### src/sv/mvm_pkg.sv
// Shared types and constants of the matrix-vector multiplier.
package mvm_pkg;

  localparam int MAX_SIZE_DEF = 1024;
  localparam int SIZE_W       = 11;
  localparam int SIZE_RESET   = 1024;
  localparam int VAL_W        = 16;
  localparam int PROD_W       = 2 * VAL_W;
  localparam int SUM_W        = 48;
  localparam int ROW_W        = 10;

  localparam logic OP_LOAD   = 1'b0;
  localparam logic OP_MATRIX = 1'b1;

  typedef struct packed {
    logic                    opcode;
    logic signed [VAL_W-1:0] element_value;
  } in_item_t;

  typedef struct packed {
    logic signed [SUM_W-1:0] row_result;
    logic [ROW_W-1:0]        row_index;
    logic                    last_row;
  } out_item_t;

  typedef struct packed {
    logic             last_col;
    logic             last_row;
    logic [ROW_W-1:0] row_index;
  } tag_t;

endpackage

### src/sv/mvm_mac.sv
// Multiply-accumulate pipeline with the result register.
module mvm_mac (
  input  logic                             clk_i,
  input  logic                             rst_ni,
  input  logic                             clear_i,
  input  logic                             mat_valid_i,
  input  mvm_pkg::tag_t                    mat_tag_i,
  input  logic signed [mvm_pkg::VAL_W-1:0] mat_value_i,
  input  logic signed [mvm_pkg::VAL_W-1:0] vec_value_i,
  input  logic                             out_stall_i,
  output logic                             out_valid_o,
  output mvm_pkg::out_item_t               out_item_o,
  output logic                             advance_o
);
  import mvm_pkg::*;

  logic                     s1_valid_q, s2_valid_q, out_valid_q, out_valid_d;
  tag_t                     s1_tag_q, s2_tag_q;
  logic signed [VAL_W-1:0]  s1_val_q;
  logic signed [PROD_W-1:0] prod_q;
  logic signed [SUM_W-1:0]  acc_q, acc_d, sum;
  out_item_t                out_q;
  logic                     advance, emit;

  // stall only when a row result meets a full, stalled output register
  assign advance = !(out_valid_q && out_stall_i) || !(s2_valid_q && s2_tag_q.last_col);
  assign emit    = advance && s2_valid_q && s2_tag_q.last_col;
  assign sum     = acc_q + {{(SUM_W - PROD_W){prod_q[PROD_W-1]}}, prod_q};

  always_comb begin
    acc_d = acc_q;
    if (clear_i) begin
      acc_d = '0;
    end else if (advance && s2_valid_q) begin
      acc_d = s2_tag_q.last_col ? '0 : sum;
    end
  end

  always_comb begin
    if (emit) begin
      out_valid_d = 1'b1;
    end else begin
      out_valid_d = out_valid_q && out_stall_i;
    end
  end

  always_ff @(posedge clk_i or negedge rst_ni) begin
    if (!rst_ni) begin
      s1_valid_q  <= 1'b0;
      s2_valid_q  <= 1'b0;
      out_valid_q <= 1'b0;
      acc_q       <= '0;
    end else begin
      if (advance) begin
        s1_valid_q <= mat_valid_i;
        s2_valid_q <= s1_valid_q;
      end
      out_valid_q <= out_valid_d;
      acc_q       <= acc_d;
    end
  end

  always_ff @(posedge clk_i) begin
    if (advance) begin
      s1_tag_q <= mat_tag_i;
      s1_val_q <= mat_value_i;
      s2_tag_q <= s1_tag_q;
      prod_q   <= s1_val_q * vec_value_i;
    end
    if (emit) begin
      out_q.row_result <= sum;
      out_q.row_index  <= s2_tag_q.row_index;
      out_q.last_row   <= s2_tag_q.last_row;
    end
  end

  assign out_valid_o = out_valid_q;
  assign out_item_o  = out_q;
  assign advance_o   = advance;

endmodule

### config.mk
export PLATFORM = sky130hd
export DESIGN_NAME = mvm_mac
export DESIGN_NICKNAME = d
export VERILOG_FILES = /design/src/sv/mvm_pkg.sv /design/src/sv/mvm_mac.sv
export SDC_FILE = /design/constraint.sdc
export NUM_CORES = 1
export LEC_CHECK = 0
export ABC_AREA = 0
export BUFFER_PORTS_ARGS = -buffer_cell sky130_fd_sc_hd__buf_2
export CAP_MARGIN = 20
export CORE_AREA = 2 2 174 176
export CTS_CLUSTER_DIAMETER = 50
export DETAILED_ROUTE_END_ITERATION = 16
export DIE_AREA = 0 0 176 178
export PLACE_DENSITY = 0.87
export SLEW_MARGIN = 10
export SYNTH_ARGS = -nofsm -noshare
export SYNTH_HDL_FRONTEND = slang
export SYNTH_SLANG_ARGS = --single-unit
### constraint.sdc
create_clock -name clk_i -period 7 [get_ports clk_i]
set_clock_uncertainty 0.2 [all_clocks]
set_input_delay 1.05 -clock clk_i [delete_from_list [all_inputs] [get_ports clk_i]]
set_output_delay 1.05 -clock clk_i [all_outputs]
set_load 0.02 [all_outputs]
# Yosys cells after proc, flatten, opt, wreduce, memory -nomap -nowiden
# Index checks and enable logic that the tools add are counted.
# word_totals
register_bits,182
in_bits,49
output_inout_bits,61
word_cells,29
# op_classes
mul,1
mux,4
add_sub_neg,1
reduce_logical,8
# op_table
operator,count
48-bit two-way mux,3
48-bit adder,1
16-bit by 16-bit multiplier with 32-bit output,1
1-bit logical AND,4
1-bit logical NOT,2
2-bit nonzero test,1
1-bit logical OR,1
1-bit two-way mux,1

# Logic depth before layout (Yosys ltp)
# logic_depth
word_depth,6
depth_mapped,25
ltp_nobuf,24

# Worst setup path before layout
# No wires, ideal clock.
# synth_path
kind,input -> register
startpoint,input port vec_value_i[7] in the netlist's numbering
endpoint,"register prod_q[31], data pin"
t_arrival_ns,6.504
required_time_ns,6.540
path_slack_ns,0.036
cell_stages,23
path_cell_list,clkbuf_1 > nand2_1 > fa_1 > inv_1 > fa_1 > inv_1 > fa_1 > inv_1 > fa_1 > fa_1 > inv_1 > fa_1 > inv_1 > ha_1 > and3_1 > and3b_1 > a211oi_1 > o41a_1 > o21ai_1 > a211oi_1 > o31ai_1 > a31oi_1 > xnor2_1
# synth_via
elab_chain_cells,1
# synth_rtl
item,line_no,source
"start, declared",mvm_mac.sv:9,"input logic signed [mvm_pkg::VAL_W-1:0] vec_value_i,"
16-bit by 16-bit multiplier with 32-bit output,mvm_mac.sv:68,prod_q <= s1_val_q * vec_value_i;
"end signal, assigned",mvm_mac.sv:68,
"end, declared",mvm_mac.sv:20,logic signed [PROD_W-1:0] prod_q;
# Every way passes these cells.
# A chain may end at the register's enable or synchronous reset.

# Worst setup path after layout
# layout_path
startpoint,input port vec_value_i[4] in the netlist's numbering
endpoint,"register prod_q[31], data pin"
# The elaborated chain is that of the path after synthesis.

==> flow_summary.yaml <==
outcome:
  run_status: "complete, no violations"
sta:
  tns_ns: 0
  fin_hold_ws_ns: 0.223
  final_min_period_over_clock_period_pct: 96.3
  finalHoldViolations: 0
  relSlewSlack_pct: 49.7
  finalSetupViolCount: 0
  final-max-slew-violation-count: 0
  final_worst_setup_slack_ns: 0.259
  finalWorstPathRequiredPeriod_ns: 6.74
  fmaxAchievable_ghz: 0.148
  tightest_slew_ns: 0.754
  rsz0062_at_grt: "false"
floorplan:
  die_area_um2: 31300
  placement_rows: 63
  coreArea_um2: 29400
  chipHeight_um: 178
  initial_core_util_pct: 62.5
  ioPinCount: 110
  die_width_um: 176
setup_path:
  crit_path_max_fanout: 12
  worst_ep_arrival_time_ns: 6.72
  crit_path_top_delay_cell: "sky130_fd_sc_hd__fa_1"
  crit_path_end_kind: "flop"
  critPathLaunchType: "input port"
  worstPathCellList: "buf_2 -> and2_1 -> fa_1 -> inv_1 -> fa_1 -> fa_1 -> inv_1 -> fa_1 -> fa_1 -> inv_1 -> fa_1 -> inv_1 -> ha_1 -> and3_1 -> nand3_1 -> o41a_1 -> o21ai_1 -> a211oi_2 -> buf_4 -> o31ai_1 -> a31oi_1 -> xnor2_1"
  critPathRequiredTime_ns: 6.98
  setup.reg_to_reg.worst_slack_ns: 0.28
  critical_path.most_common_cell: "sky130_fd_sc_hd__fa_1"
  crit-reg2reg-capture: "prod_q[31]$_DFFE_PN_"
  criticalPathCategory: "in2reg"
  critical_path.reg2reg.startpoint: "s1_val_q[14]$_DFFE_PN_"
  critPathMaxStageDelay_ns: 0.53
  ff2ff_path_depth: 21
route:
  drt-total-wl_um: 40900
  wl_per_cell_um: 17.7
  drt-pass1-iter-count: 8
  via_count: 13200
  drt_drc_violations_left: 0
  detail-route-antenna-nets: 0
  via_per_inst: 5.70
  drt_first_iter_violations: 954
logic_synthesis:
  synth.mux.area_fraction_pct: 0.170
  synth.yosys.seq_area_share_pct: 28.3
  synth_area_um2: 18400
  synthFlopType: "sky130_fd_sc_hd__edfxtp_1"
  synth-warning-count: 0
  yosys.area_share.simple_pct: 11.6
  gate_count_after_technology_mapping: 1764
  synth_area_per_cell_um2: 10.4
  synth_async_sr_flop_share_pct: 28.0
  synth-seq-cells: 182
  share_of_the_synthesized_area_in_the_top_cell_type_pct: 28.6
  compound_gate_portion_of_the_synthesized_area_pct: 10.5
  synth_edf_count: 131
  largest_family_of_logic_cells_by_synthesized_area: "adder cells"
  synth_top_area_cell: "sky130_fd_sc_hd__fa_1"
  yosysUniqueCellTypes: 67
  synth_adder_area_share_pct: 37.4
  synth_xor_xnor_area_share_pct: 3.81
  synth_top_cells_by_area: "sky130_fd_sc_hd__fa_1 (29%), sky130_fd_sc_hd__edfxtp_1 (21%), sky130_fd_sc_hd__ha_1 (8.8%)"
  syn_nets: 2205
hold_path:
  worstHoldStart: "s1_tag_q[7]$_DFFE_PN_"
  hold_class: "reg2reg"
  hold_path_stages: 0
  min_delay_worst_endpoint: "s2_tag_q[7]$_DFFE_PN_"
clocking:
  clk_latency_ns: 0.45
  clkTransAtPathRegs_ns: 0.08
  tritoncts: "done"
  cts_buffers: 17
  cts_sinks: 182
  clock_path_buffers: 2
  clock_tree.root_cell: "sky130_fd_sc_hd__clkbuf_16"
  cts-htree-levels: 4
  number_of_buffers_added_to_fix_hold_violations_after_cts: 0
global_route:
  grt_pass1_vias: 13800
  wire_length_of_the_first_global_routing_pass_um: 68000
  maximum_number_of_pins_on_one_net_before_global_route_repair: 60
  global_route.usage.total_pct: 27.5
  antenna_found_initial: 0
  globalRouteOverflowTotal: 0
cells_and_area:
  layout.cells.non_filler: 2312
  final_cell_mix: "sky130_fd_sc_hd__inv_1 (333), sky130_fd_sc_hd__fa_1 (262), sky130_fd_sc_hd__nand2_1 (167), sky130_fd_sc_hd__edfxtp_1 (131), sky130_fd_sc_hd__ha_1 (129)"
  diodes: 0
  flow.area_growth_from_synthesis_pct: 11.1
  final_net_count: 2350
  leading_cell_type_in_the_layout_fill_and_taps_excluded: "sky130_fd_sc_hd__inv_1"
  layout-drive-gt1-share_pct: 12.7
placed_design:
  place.port_buffers: 109
  placedCellCount: 2256
  dp_hpwl_um: 31900
  detailedPlace.worstSlack_ns: -0.146
  place_congestion: 0.954
flow_run:
  drv.max_cap_violation_count: 0
## critical path, delay by kind of cell
family / cells / cell delay (ns)
simple gates: 3 / 0.48
compound gates: 5 / 1.18
buf+inv: 6 / 0.55
fa+ha+maj: 7 / 3.32
xor+xnor: 1 / 0.14
## registers in the layout, summed over array words and instances, names as in the netlist
signal       cells
s2_valid_q       1
s1_val_q        16
out_item_o      59
s2_tag_q        12
out_valid_o      1
acc_q           48
prod_q          32
s1_valid_q       1
s1_tag_q        12
## final cells by class
type                    instances  area [um^2]
clock buffers                  17          425
clock inverters                15          209
fillers                      2108         8970
inverters                     334         1250
multi-input cells            1186        11700
flip-flops and latches        182         5210
well taps                     390          488
repair buffers                188         1140
## logic make-up after synthesis
logic type | after synthesis
multiplexers | 3
buffers and inverters | 396
flip-flops | 182
AND/OR/NAND/NOR | 428
AO/OA/AOI/OAI | 283
XOR/XNOR | 80
adder cells (fa/ha/maj) | 392
## metrics by stage
step	util (%)	instance area, um^2
floorplan	-	18400
global placement	66.7	19600
detailed placement	66.7	19600
CTS	68.8	20200
global route	69.5	20400
finish	69.5	20400
## routing by layer
layer  GRT usage [%]  wire length [um]  vias up
met5               0                 0        -
met4            7.99               854        0
met3            3.26              2400       87
met2            47.9             20600      467
met1            36.7             17000     6619
li1                -                 -     6005
## worst max-delay path by stage
stage | slack (ns) | startpoint | cells after the start | endpoint
2_1_floorplan | 0.04 | vec_value_i[7] | 23 | prod_q[31]$_DFFE_PN_
3_3_place_gp | -0.05 | vec_value_i[1] | 22 | prod_q[26]$_DFFE_PN_
3_5_place_dp | -0.15 | vec_value_i[1] | 22 | prod_q[26]$_DFFE_PN_
4_1_cts | 0.23 | s1_val_q[7]$_DFFE_PN_ | 23 | prod_q[31]$_DFFE_PN_
5_1_grt | 0.01 | vec_value_i[4] | 24 | prod_q[30]$_DFFE_PN_
6_report | 0.26 | vec_value_i[4] | 22 | prod_q[31]$_DFFE_PN_
## synth_stat cells (4+ instances only)
master and count:
sky130_fd_sc_hd__o21ai_1 6, sky130_fd_sc_hd__o21a_1 4, sky130_fd_sc_hd__nor2b_1 9, sky130_fd_sc_hd__and3_1 10, sky130_fd_sc_hd__xor2_1 27, sky130_fd_sc_hd__nor3_1 14
sky130_fd_sc_hd__a211oi_1 5, sky130_fd_sc_hd__a21o_1 37, sky130_fd_sc_hd__or2_2 4, sky130_fd_sc_hd__o21bai_1 12, sky130_fd_sc_hd__nand4_1 12, sky130_fd_sc_hd__o31ai_1 6
sky130_fd_sc_hd__nand3_1 19, sky130_fd_sc_hd__o211ai_1 4, sky130_fd_sc_hd__nand2b_1 10, sky130_fd_sc_hd__inv_1 334, sky130_fd_sc_hd__ha_1 129, sky130_fd_sc_hd__a31oi_1 14
sky130_fd_sc_hd__nand2_1 168, sky130_fd_sc_hd__a21oi_1 82, sky130_fd_sc_hd__clkbuf_1 53, sky130_fd_sc_hd__dfrtp_1 51, sky130_fd_sc_hd__nor2_1 44, sky130_fd_sc_hd__a22o_1 43
sky130_fd_sc_hd__edfxtp_1 131, sky130_fd_sc_hd__fa_1 263, sky130_fd_sc_hd__xnor2_1 53, sky130_fd_sc_hd__buf_2 6, sky130_fd_sc_hd__and2_1 128, sky130_fd_sc_hd__o21ai_0 36
## timing repair
item | 4_1_cts | 5_1_grt
buffers inserted | 0 | 24
gates resized for setup | 0 | 5
hold endpoints to repair | 0 | 0
endpoints found under the setup margin | 0 | 6
Power is not shown: default switching activity piles up to over one toggle a cycle in this logic, so the estimate is an artifact.
