===== config.mk =====
export PLATFORM = sky130hd
export DESIGN_NAME = mvm_addr_gen
export DESIGN_NICKNAME = d
export VERILOG_FILES = /design/src/sv/mvm_pkg.sv /design/src/sv/mvm_addr_gen.sv
export SDC_FILE = /design/constraint.sdc
export NUM_CORES = 1
export LEC_CHECK = 0
export BUFFER_PORTS_ARGS = -buffer_cell sky130_fd_sc_hd__buf_4
export CORE_MARGIN = 10
export CORE_UTILIZATION = 45
export CTS_BUF_LIST = sky130_fd_sc_hd__clkbuf_8
export CTS_CLUSTER_DIAMETER = 120
export DETAILED_ROUTE_END_ITERATION = 8
export PLACE_DENSITY = 0.78
export SLEW_MARGIN = 20
export SYNTH_ARGS = -nofsm -noshare
export SYNTH_HDL_FRONTEND = slang
export SYNTH_SLANG_ARGS = --single-unit

===== constraint.sdc =====
create_clock -name clk_i -period 2.3 [get_ports clk_i]
set_clock_uncertainty 0.1 [all_clocks]
set_input_delay 0.46 -clock clk_i [delete_from_list [all_inputs] [get_ports clk_i]]
set_output_delay 0.46 -clock clk_i [all_outputs]
set_load 0.03 [all_outputs]

===== src/sv/mvm_pkg.sv =====
// Shared types and constants of the matrix-vector multiplier.
package mvm_pkg;

  localparam int MAX_SIZE_DEF = 1024;
  localparam int SIZE_W       = 11;
  localparam int SIZE_RESET   = 1024;
  localparam int VAL_W        = 16;
  localparam int PROD_W       = 2 * VAL_W;
  localparam int SUM_W        = 48;
  localparam int ROW_W        = 10;

  localparam logic OP_LOAD   = 1'b0;
  localparam logic OP_MATRIX = 1'b1;

  typedef struct packed {
    logic                    opcode;
    logic signed [VAL_W-1:0] element_value;
  } in_item_t;

  typedef struct packed {
    logic signed [SUM_W-1:0] row_result;
    logic [ROW_W-1:0]        row_index;
    logic                    last_row;
  } out_item_t;

  typedef struct packed {
    logic             last_col;
    logic             last_row;
    logic [ROW_W-1:0] row_index;
  } tag_t;

endpackage


===== src/sv/mvm_addr_gen.sv =====
// Position counters: vector load address, column and row of the matrix stream.
module mvm_addr_gen #(
  parameter int MAX_SIZE = mvm_pkg::MAX_SIZE_DEF,
  parameter int AW       = $clog2(MAX_SIZE)
) (
  input  logic                             clk_i,
  input  logic                             rst_ni,
  input  logic                             cfg_we_i,
  input  logic [mvm_pkg::SIZE_W-1:0]       cfg_wdata_i,
  input  logic                             accept_i,
  input  mvm_pkg::in_item_t                item_i,
  output logic                             mem_we_o,
  output logic [AW-1:0]                    mem_waddr_o,
  output logic signed [mvm_pkg::VAL_W-1:0] mem_wdata_o,
  output logic [AW-1:0]                    mem_raddr_o,
  output logic                             mat_valid_o,
  output mvm_pkg::tag_t                    mat_tag_o
);
  import mvm_pkg::*;

  localparam int CNT_W   = $clog2(MAX_SIZE + 1);
  localparam int CMP_W   = (SIZE_W > CNT_W) ? SIZE_W : CNT_W;
  localparam int RESET_N = (SIZE_RESET > MAX_SIZE) ? MAX_SIZE : SIZE_RESET;
  localparam logic [AW-1:0] LAST_RESET = AW'(RESET_N - 1);

  logic [AW-1:0]    last_q, last_d, cfg_last;
  logic [AW-1:0]    load_q, load_d;
  logic [AW-1:0]    col_q, col_d;
  logic [AW-1:0]    row_q, row_d;
  logic [CMP_W-1:0] size_ext;
  logic             is_load, is_mat, last_col, last_row;

  // saturate the written size to 1..MAX_SIZE and keep size-1
  always_comb begin
    size_ext = CMP_W'(cfg_wdata_i);
    if (size_ext == '0) begin
      cfg_last = '0;
    end else if (size_ext > CMP_W'(MAX_SIZE)) begin
      cfg_last = AW'(MAX_SIZE - 1);
    end else begin
      cfg_last = AW'(size_ext - CMP_W'(1));
    end
  end

  assign is_load  = accept_i && (item_i.opcode == OP_LOAD);
  assign is_mat   = accept_i && (item_i.opcode == OP_MATRIX);
  assign last_col = (col_q == last_q);
  assign last_row = (row_q == last_q);

  always_comb begin
    last_d = last_q;
    load_d = load_q;
    col_d  = col_q;
    row_d  = row_q;
    if (cfg_we_i) begin
      last_d = cfg_last;
      load_d = '0;
      col_d  = '0;
      row_d  = '0;
    end else if (is_load) begin
      load_d = (load_q == last_q) ? '0 : load_q + AW'(1);
    end else if (is_mat) begin
      col_d = last_col ? '0 : col_q + AW'(1);
      if (last_col) begin
        row_d = last_row ? '0 : row_q + AW'(1);
      end
    end
  end

  always_ff @(posedge clk_i or negedge rst_ni) begin
    if (!rst_ni) begin
      last_q <= LAST_RESET;
      load_q <= '0;
      col_q  <= '0;
      row_q  <= '0;
    end else begin
      last_q <= last_d;
      load_q <= load_d;
      col_q  <= col_d;
      row_q  <= row_d;
    end
  end

  assign mem_we_o    = is_load;
  assign mem_waddr_o = load_q;
  assign mem_wdata_o = item_i.element_value;
  assign mem_raddr_o = col_q;

  assign mat_valid_o         = is_mat;
  assign mat_tag_o.last_col  = last_col;
  assign mat_tag_o.last_row  = last_row;
  assign mat_tag_o.row_index = ROW_W'(row_q);

endmodule


Word level (Yosys, flattened, before mapping) --
Index checks and enable logic that the tools add are counted.
Word-level totals: register bits after elaboration 40, output and inout port bits 50, input bits 32, logic and storage cells 36
Operators by class: eq/ne operators 4, bitwise logic cells 1, $add $sub $neg 4, $lt $le $gt $ge 1, mux-type cells 14, reduce and logical (&&, ||, !) cells 8
Operators with widths (number):
- $mux W10 | 14
- $add A10 B1 Y10 const B | 3
- $eq A10 B10 Y1 | 3
- $gt A11 B11 Y1 const B | 1
- $logic_not A11 Y1 | 1
- $sub A10 B1 Y10 const B | 1
- $reduce_bool A2 Y1 | 3
- $reduce_and A3 Y1 | 1
- $logic_and A1 B1 Y1 | 2
- $ne A2 B2 Y1 const B | 1
- $reduce_and A2 Y1 | 1
- $not A1 Y1 | 1

Depth between registers and ports, before layout --
Gate-level depths: netlist (run 1).
depth after elaboration 6, depth in mapped cells 7, mapped depth without buffers 7

Least setup slack after synthesis (run 1) --
OpenSTA, ideal clock, no wires.
path type input -> register, start input cfg_wdata_i[0] (netlist bit), end register last_q[0], setup slack -0.083 ns, setup time 0.082 ns, data arrival time 2.201 ns, cell stages on the path 7, path through inv_1 > ha_1 > or4b_1 > or3_1 > buf_2 > maj3_2 > mux2_2
On the way: word-level cells in the longest chain between the ends 3, elaborated cells between the ends (all ways) 5, classes of those cells add/sub: 1; order compare: 1; mux: 2; reduce/logical: 1
RTL lines:
- from (decl) | RTL line mvm_addr_gen.sv:9 | input logic [mvm_pkg::SIZE_W-1:0] cfg_wdata_i,
- $sub A10 B1 Y10 / $gt A11 B11 Y1 (equally long branches) | RTL line mvm_addr_gen.sv:41, mvm_addr_gen.sv:38
- $mux W10 | RTL line mvm_addr_gen.sv:38 | end else if (size_ext > CMP_W'(MAX_SIZE)) begin
- $mux W10 (*) | RTL line mvm_addr_gen.sv:36 | if (size_ext == '0) begin
- to (signal assigned) | RTL line mvm_addr_gen.sv:77 | last_q <= last_d;
- to (decl) | RTL line mvm_addr_gen.sv:26 | logic [AW-1:0] last_q, last_d, cfg_last;
Mark *: on every way between the ends. The rest lies on a longest branch, timed or not. A chain may end at the register's enable or synchronous reset.

==> reports/results.ini, run 1 <==
[outcome]
status=completed

[cells_and_area]
post-route-util_pct=58.3
num_antenna_cells=0
nNetsFinal=407
layout-drive-gt1-share_pct=31.5
finalInstanceArea_um2=3450
area_delta_synth_final_pct=26.1
fill_cells=525

[routing]
dr.pass1.iters=6
drtAntennaViolNets=0
vias_per_cell=5.50
drt_iter0_markers=116
routed-via-count=2458
routed_wl_um=7190
drc_errors=0
wl_per_cell_um=16.1

[power]
totalPowerFinal_w=0.00151
p_leak_nw=1.62
power_density_nw_per_um2=438
vdd_drop_max_v=0.000237

[sta]
rsz0062_at_grt=true
hold_viol=0
slew_violations=0
fin_crit_ns=2.30
relSlewSlack_pct=63.4
setup_viol=0
max_freq_ghz=0.435
setup_tns_ns=0
fin_crit_sh_pct=100
hold_ws_ns=0.0198
tightest_slew_ns=0.547

[floorplan]
dieWidth_um=98.0
core-area_um2=5920
boundaryPins=82
die_h_um=98.0
row_count=28
start_util_pct=46.3
die-area_um2=9610

[worst_setup_path]
reg2reg_depth=8
endpoint_kind=output pin
required_ns=1.74
critPathKind=reg2out
path_max_fanout=3
cp-start-kind=register
r2r_end=row_q[8]
rr_startpoint=last_q[8]
cp.arrival_ns=1.74
r2r_slack_ns=0.09

[synth]
synth.most_common_cell=dfrtp_1
synth-seq-cells=40
yosysUniqueCellTypes=50
synth_warnings=0
syn_area_per_cell_um2=8.89
synth_top_area_share_pct=27.4
synth_common_cells=dfrtp_1 (30), nor2_1 (29), xor2_1 (26)
netlist_area_um2=2740
synth_edf_count=0
syn_nets=344
seq_area_frac_synth_pct=37.0
synth.area.top_cells=dfrtp_1 (27%), dfstp_2 (9.6%), xor2_1 (8.3%)
synthFlopType=dfrtp_1
async_flop_share_pct=100
synth_area_leader_cell=dfrtp_1
synth_cells=308

[clock_tree]
root_buffer=clkbuf_8
cts_buffers=5
htree_levels=2
tritoncts=yes
cts.sinks=40
clk_pin_slew_ns=0.08
clkLatencyLatePin_ns=0.30
ctsHoldBuffers=0
cts_buffer_depth=2

[placement]
gp_congestion=0.861
hpwl_um=5340
portBuffers=49
place_area_um2=3240

[global_route]
grt_pass1_vias=2555
grt_overflow_total=0
grtUsageTotal_pct=14.7
grt_max_degree=41
antenna_found_initial=0
grt_pass1_wl_um=12100

[hold_path]
hold_path.class=in2async

[run]
maxCapViolations=0

-- per-layer routing --
layer,global-route usage (%),vias up,part of all wire [%]
met5,0,-,0
met4,5.82,0,1.4
met3,3.95,12,4.8
met2,25.3,49,50
met1,16.7,1179,43
li1,-,1218,-
-- placed cells by master (no fill, tap or decap), types with 4 or more instances in the layout --
cell type  instances
buf_4             80
dfrtp_1           30
nor2_1            29
xor2_1            26
nand2_1           23
nand3_1           12
inv_1             12
xnor2_1           12
a21oi_1           10
dfstp_2           10
o21ai_0            9
a21o_1             9
o31ai_1            7
nor3_1             7
nor2b_1            6
nand4_1            6
and3_1             6
a31oi_1            6
a22o_1             6
clkbuf_8           6
o22ai_1            4
or3_1              4
-- stage by stage --
stage,std cells,setup WS [ns]
3_3_place_gp,428,-0.0323
6_report,447,0.000275
4_1_cts,438,0.000706
3_5_place_dp,428,-0.0606
5_1_grt,447,-0.0557
2_1_floorplan,308,0.0000544
-- cell type report --
class                      count  area [um2]  area share [%]
clock buffer                   6        82.6            2.39
clock inverter                 2        7.51           0.217
inverter                      13        68.8            1.99
multi-input combinational    228        1540            44.7
sequential                    40        1010            29.3
tap                           75        93.8            2.72
timing repair buffer          83         643            18.6
-- state kept, by name, indices dropped and copies added, names as in the netlist --
| register | count |
|---|---|
| last_q | 10 |
| mem_raddr_o | 10 |
| mem_waddr_o | 10 |
| row_q | 10 |
-- power breakdown --
group          internal [W]  total, W  switching, W  leakage (nW)
sequential         0.000737  0.000772     0.0000348         0.523
combinational      0.000125  0.000266      0.000140          1.04
clock              0.000236  0.000474      0.000238        0.0538
-- what timing repair did --
item | in CTS | in global routing
pin swaps | 2 | 5
setup endpoints to repair | 2 | 2
resized for setup | 3 | 3
gates cloned | 0 | 0
setup buffers | 2 | 9
-- critical path, stage by stage (launching register included) --
cell and delay [ns]:
dfstp_2 0.59, xor2_1 0.10, nor4_2 0.34, nand3_1 0.16, inv_2 0.11, buf_6 0.14
-- how the worst max path moves through the flow --
| stage | from | cells past startpoint | to | slack (ns) |
|---|---|---|---|---|
| after floorplan | cfg_wdata_i[1] | 7 | last_q[0] | 0.00005 |
| after global placement | cfg_wdata_i[1] | 7 | last_q[0] | -0.03 |
| after detailed placement | cfg_wdata_i[6] | 5 | last_q[5] | -0.06 |
| after CTS | last_q[9] | 5 | mat_tag_o[11] | 0.0007 |
| after global routing | last_q[8] | 5 | mat_tag_o[11] | -0.06 |
| final | last_q[8] | 5 | mat_tag_o[11] | 0.0003 |
-- kinds of logic after synthesis --
kind of cell             count (synthesis)  share of synthesized area, %
AND/OR/NAND/NOR                        115                          21.8
XOR/XNOR                                38                          12.2
buffers and inverters                   40                          8.04
flip-flops                              40                          37.0
adder cells (fa/ha/maj)                  6                          2.65
AO/OA/AOI/OAI                           65                          16.6
multiplexers                             4                          1.74
(Power assumes the default switching activity.)
==> run 2, diff against run 1 <==
RECOVER_POWER = 100   (was not set)
==> run 2 against run 1 <==
  * The run now ends with negative setup slack left
  * Worst hold slack improved by 0.19 ns
  * Non-clock buffer count unchanged
  * Flip-flop and latch count unchanged
  * Die area unchanged
  * Register-to-register slack about the same
  * Critical path type unchanged
  * Critical endpoint unchanged
==> reports/results.ini, run 2 (synthesized netlist as in run 1, its figures left out) <==
[routing]
routed_wl_um=7210  ; +0.26%
drtAntennaViolNets=0  ; unchanged
vias_per_cell=5.57  ; +1.3%
wl_per_cell_um=16.1  ; +0.26%
drt_iter0_markers=116  ; unchanged
drc_errors=0  ; unchanged
dr.pass1.iters=4  ; -2
routed-via-count=2489  ; +1.3%

[worst_setup_path]
path_cells=xor2_1 > nor4_2 > nand3_1 > inv_2 > buf_6
critPathKind=reg2out
cp.arrival_ns=1.74  ; about the same
path_max_fanout=3  ; unchanged
cp-start-kind=register
cp_top_family=flip-flops
required_ns=1.74  ; about the same
endpoint_kind=output pin
cp.buffers_inverters=2  ; unchanged
cpPeakStageDelay_ns=0.59  ; about the same
cp_slowest_cell=dfstp_2

[sta]
relSlewSlack_pct=33.6  ; -30 points
tightest_slew_ns=0.997  ; +0.450 ns
fin_crit_sh_pct=100  ; about the same
rsz0062_at_grt=true
slew_violations=0  ; unchanged
hold_viol=0  ; unchanged
max_freq_ghz=0.434  ; about the same
hold_ws_ns=0.209  ; +0.189 ns
fin_crit_ns=2.30  ; +0.00180 ns
fin_ws_ns=-0.00152  ; -0.00180 ns
setup_viol=1  ; +1
setup_tns_ns=-0.00152  ; -0.00152 ns

[global_route]
grt_overflow_total=0  ; unchanged
grt_max_degree=41  ; unchanged
antenna_found_initial=0  ; unchanged
grtUsageTotal_pct=14.7  ; unchanged
grt_pass1_wl_um=12100  ; unchanged
grt_pass1_vias=2555  ; unchanged

[power]
power_density_nw_per_um2=446  ; +2.0%
p_leak_nw=1.54  ; -5.0%
vdd_drop_max_v=0.000232  ; -2.2%

[floorplan]
boundaryPins=82  ; unchanged
die_h_um=98.0  ; unchanged
start_util_pct=46.3  ; unchanged
die-area_um2=9610  ; unchanged
row_count=28  ; unchanged
core-area_um2=5920  ; unchanged
dieWidth_um=98.0  ; unchanged

[hold_path]
hold_path.class=in2async

[placement]
hpwl_um=5340  ; unchanged
gp_congestion=0.861  ; unchanged
portBuffers=49  ; unchanged

[cells_and_area]
layout-drive-gt1-share_pct=26.3  ; -5.1 points
most-common-layout-cells=buf_4 (60), dfrtp_1 (30), nor2_1 (29)
mostFrequentLayoutCell=buf_4
num_antenna_cells=0  ; unchanged
area_delta_synth_final_pct=23.4
nNetsFinal=407  ; unchanged

[clock_tree]
clk_pin_slew_ns=0.08  ; about the same
cts_buffers=5  ; unchanged
cts.sinks=40  ; unchanged
root_buffer=clkbuf_8
clkLatencyLatePin_ns=0.30  ; about the same
tritoncts=yes
ctsHoldBuffers=0  ; unchanged
cts_buffer_depth=2  ; unchanged
htree_levels=2  ; unchanged

[outcome]
status=finished, violations left
violations=negative setup slack

[run]
maxCapViolations=0  ; unchanged

run 2: cell count changes in the layout (fill, tap and decap cells not counted), sizes merged:
cell | before | now
buf | 83 | 63
clkbuf | 6 | 26
run 2: path summary, 6_finish.rpt:
| check | cells past startpoint | start | endpoint | slack (ns) |
|---|---|---|---|---|
| worst max-delay path | 5 | last_q[8] | mat_tag_o[11] | -0.002 |
| worst min register to register | 2 | last_q[8] | last_q[8] | 0.45 |
| max in group asynchronous | 1 | rst_ni | row_q[5] | 1.26 |
| worst min-delay path | 1 | rst_ni | mem_raddr_o[6] | 0.21 |
| worst max register to register | 8 | last_q[8] | row_q[8] | 0.09 |
| min in group clk_i | 2 | cfg_we_i | mem_raddr_o[1] | 0.33 |
run 2: timing repair:
item | 4_1_cts | 5_1_grt
pin swaps | 2 | 5
endpoints found under the setup margin | 2 | 2
setup buffers | 2 | 9
gates resized for setup | 3 | 3
run 2: worst reg2reg max path, stage by stage (launching register included):
cell and delay [ns]:
dfstp_2 0.59, xor2_1 0.10, nor4_2 0.34, buf_4 0.17
buf_4 0.10, a41oi_1 0.11, buf_4 0.20, a21o_1 0.16
a22o_1 0.22
run 2: layer usage:
layer | track usage (%) | vias to the layer above | part of all wire, %
li1 | - | 1218 | -
met2 | 25.3 | 61 | 50
met4 | 5.82 | 0 | 1.4
met1 | 16.7 | 1197 | 43
met5 | 0 | - | 0
met3 | 3.95 | 13 | 5.3
run 2: power by group:
group | leakage (nW) | internal, W | switching, W
Sequential | 0.523 | 0.000737 | 0.0000346
Combinational | 0.962 | 0.000122 | 0.000140
Clock | 0.0538 | 0.000236 | 0.000239
Total | 1.54 | 0.00110 | 0.000414
run 2: layout make-up:
| type | count | area, um2 |
|---|---|---|
| fillers | 534 | 2540 |
| clock inverters | 2 | 7.51 |
| flip-flops and latches | 40 | 1010 |
| inverters | 13 | 68.8 |
| repair buffers | 83 | 569 |
| multi-input cells | 228 | 1540 |
| well taps | 75 | 93.8 |
| clock buffers | 6 | 82.6 |
run 2: stage by stage:
| step | std cells | power, W | utilization, % | worst slack [ns] | instance area, um2 |
|---|---|---|---|---|---|
| global placement | 428 | 0.00102 | 54.8 | -0.0323 | 3240 |
| global route | 447 | 0.00157 | 57.1 | -0.0557 | 3380 |
| detailed placement | 428 | 0.00103 | 54.8 | -0.0606 | 3240 |
| floorplan | 308 | 0.000964 | - | 0.0000544 | 2780 |
| CTS | 438 | 0.00150 | 56.8 | 0.000706 | 3370 |
| finish | 447 | 0.00151 | 57.1 | -0.00152 | 3380 |
==> run 3, diff against run 2 <==
ABC_AREA = 1   (was not set)
BUFFER_PORTS_ARGS = -buffer_cell sky130_fd_sc_hd__buf_2   (was -buffer_cell sky130_fd_sc_hd__buf_4)
PLACE_DENSITY = 0.77   (was 0.78)
RECOVER_POWER = not set   (was 100)
==> run 3 against run 2 <==
  * The run now ends clean
  * Count of clock-buffer cells in the layout shrank 1
  * Synthesized area is 9.1% higher
  * Synthesized cell count grew 48%
  * Sequential power up 13%
  * Routed wire length is 3.0% higher
  * Die area grew 7.2%
  * Highest routed layer unchanged
==> reports/results.ini, run 3 <==
[sta]
rsz0062_at_grt=false
slew_violations=0  ; unchanged
hold_viol=0  ; unchanged
relSlewSlack_pct=58.3  ; +25 points
hold_ws_ns=0.122  ; -0.0873 ns
fin_crit_ns=2.18  ; -0.125 ns
max_freq_ghz=0.459  ; +5.7%
tightest_slew_ns=0.624  ; -0.373 ns
setup_viol=0  ; -1
setup_tns_ns=0  ; +0.00152 ns
fin_crit_sh_pct=94.6  ; -5.4 points

[worst_setup_path]
cpPeakStageDelay_ns=0.61  ; +0.02 ns
cp_slowest_cell=dfstp_2
cp.arrival_ns=1.62  ; -0.12 ns
path_cells=inv_1 > nand2_1 > nand2_1 > nor2_1 > nand3_1 > nor2_2 > buf_6
path_common_cell=nand2_1
reg2reg_depth=11  ; +3
cp.buffers_inverters=2  ; unchanged
cp_top_family=flip-flops
r2r_slack_ns=0.40  ; +0.31 ns
rr_startpoint=last_q[2]
path_max_fanout=5  ; +2
critPathKind=reg2out
required_ns=1.74  ; about the same
cp-start-kind=register
endpoint_kind=output pin
r2r_end=row_q[2]

[synth]
synth_top_family_by_area=simple AND/OR/NAND/NOR gates
synth_warnings=0  ; unchanged
synthMuxAreaShare_pct=0  ; -1.7 points
synth_area_leader_cell=dfrtp_1
synth_cells=457  ; +48%
synth_edf_count=0  ; unchanged
synth-seq-cells=40  ; unchanged
synth.area.top_cells=dfrtp_1 (25%), nand2_1 (22%), dfstp_2 (8.8%)
syn_area_per_cell_um2=6.54  ; -26%
synth_xor_area_share_pct=6.45  ; -5.7 points
seq_area_frac_synth_pct=33.9  ; -3.1 points
synth_fa_ha_area_share_pct=1.68  ; -0.97 points
synthSimpleGateAreaFrac_pct=38.4  ; +17 points
synth.most_common_cell=nand2_1
async_flop_share_pct=100  ; unchanged
synth_top_area_share_pct=25.1  ; -2.3 points
syn_nets=493  ; +43%
yosysUniqueCellTypes=31  ; -38%
synth_compound_area_share_pct=6.11  ; -11 points
synthFlopType=dfrtp_1
synth_common_cells=nand2_1 (174), inv_1 (55), nor2_1 (54)
netlist_area_um2=2990  ; +9.1%

[cells_and_area]
layout-drive-gt1-share_pct=18.6  ; -7.7 points
area_delta_synth_final_pct=12.1
most-common-layout-cells=nand2_1 (174), inv_1 (54), nor2_1 (53)
regArea_um2=1010  ; unchanged
multiInputGateArea_um2=1580  ; +2.0%
layoutNonFillerInstCount=577  ; +29%
mostFrequentLayoutCell=nand2_1
num_antenna_cells=0  ; unchanged
fill_cells=640  ; +20%
nNetsFinal=535  ; +31%

[floorplan]
die-area_um2=10300  ; +7.2%
start_util_pct=46.8  ; +0.53 points
core-area_um2=6390  ; +7.9%
boundaryPins=82  ; unchanged
die_h_um=101  ; +3.5%
dieWidth_um=101  ; +3.5%
row_count=29  ; +3.6%

[global_route]
grt_pass1_wl_um=12600  ; +3.8%
grt_pass1_vias=2714  ; +6.2%
antenna_found_initial=0  ; unchanged
grtUsageTotal_pct=14.7  ; +0.020 points
grt_max_degree=41  ; unchanged
grt_overflow_total=0  ; unchanged

[outcome]
status=completed

[run]
maxCapViolations=0  ; unchanged

[routing]
drt_iter0_markers=139  ; +20%
drtAntennaViolNets=0  ; unchanged
vias_per_cell=4.97  ; -11%
dr.pass1.iters=4  ; unchanged
drc_errors=0  ; unchanged
routed-via-count=2866  ; +15%
wl_per_cell_um=12.9  ; -20%
routed_wl_um=7420  ; +3.0%

[clock_tree]
cts_buffer_depth=2  ; unchanged
htree_levels=2  ; unchanged
clk_pin_slew_ns=0.08  ; about the same
clkLatencyLatePin_ns=0.30  ; about the same
tritoncts=yes
cts_buffers=5  ; unchanged
root_buffer=clkbuf_8
cts.sinks=40  ; unchanged
ctsHoldBuffers=0  ; unchanged

[power]
totalPowerFinal_w=0.00195  ; +29%
p_leak_nw=1.83  ; +19%
vdd_drop_max_v=0.000463  ; +100%
power_density_nw_per_um2=581  ; +30%

[placement]
dp_cells=564  ; +32%
gp_congestion=0.904  ; +4.9%
portBuffers=49  ; unchanged
hpwl_um=5770  ; +8.0%

[hold_path]
hold_path.class=in2async

-- run 3: cells by family (layout without fill, tap and decap cells) --
family	after synthesis	after routing
fa+ha+maj	4	4
flops	40	40
buf+inv	84	127
compound gates	31	31
xor+xnor	22	22
simple gates	276	276
-- run 3: what timing repair did --
| item | in CTS | in global routing |
|---|---|---|
| endpoints found under the setup margin | 0 | 2 |
| setup buffers | 0 | 5 |
| resized for setup | 0 | 8 |
-- run 3: report_power, final --
| part | internal [W] | switching (W) |
|---|---|---|
| registers | 0.000773 | 0.000104 |
| logic | 0.000173 | 0.000318 |
| clock network | 0.000322 | 0.000257 |
-- run 3: worst register-to-register path: stages (launching register included) --
cell,delay (ns)
dfstp_2,0.59
inv_2,0.07
nand2_1,0.06
nand2_1,0.05
nor2_1,0.11
nand2_1,0.08
nor2_2,0.09
nand2_2,0.06
buf_4,0.15
o21bai_4,0.33
nand2_1,0.10
nand2_1,0.07
-- run 3: stage by stage --
step                      util (%)  setup WS (ns)  area (um2)
after floorplan                  -          0.408        2990
after global placement        49.9          0.344        3190
after detailed placement      49.9          0.303        3190
after CTS                     51.6        0.00457        3300
after global routing          52.4        0.00712        3350
final                         52.4          0.124        3350
-- run 3: worst max-delay path by stage --
stage,start,endpoint,slack (ns),depth (start not counted)
after global placement,last_q[5],mat_tag_o[11],0.34,7
after detailed placement,cfg_wdata_i[0],last_q[2],0.30,12
final,last_q[4],mat_tag_o[10],0.12,7
after global routing,last_q[4],mat_tag_o[10],0.007,7
after floorplan,row_q[5],mat_tag_o[10],0.41,7
after CTS,last_q[5],mat_tag_o[11],0.005,7
-- run 3: cell type report --
class,count,area share [%]
Clock inverter,3,1.23
Clock buffer,5,2.05
Tap cell,77,2.88
Timing Repair Buffer,58,9.71
Multi-Input combinational cell,333,47.0
Inverter,61,6.84
Sequential cell,40,30.3
-- run 3: layer usage --
metal | wire [um] | up-vias | GRT usage [%]
li1 | - | 1467 | -
met1 | 3450 | 1328 | 18.8
met2 | 3500 | 64 | 24.1
met3 | 386 | 7 | 3.34
met4 | 89 | 0 | 4.39
met5 | 0 | - | 0
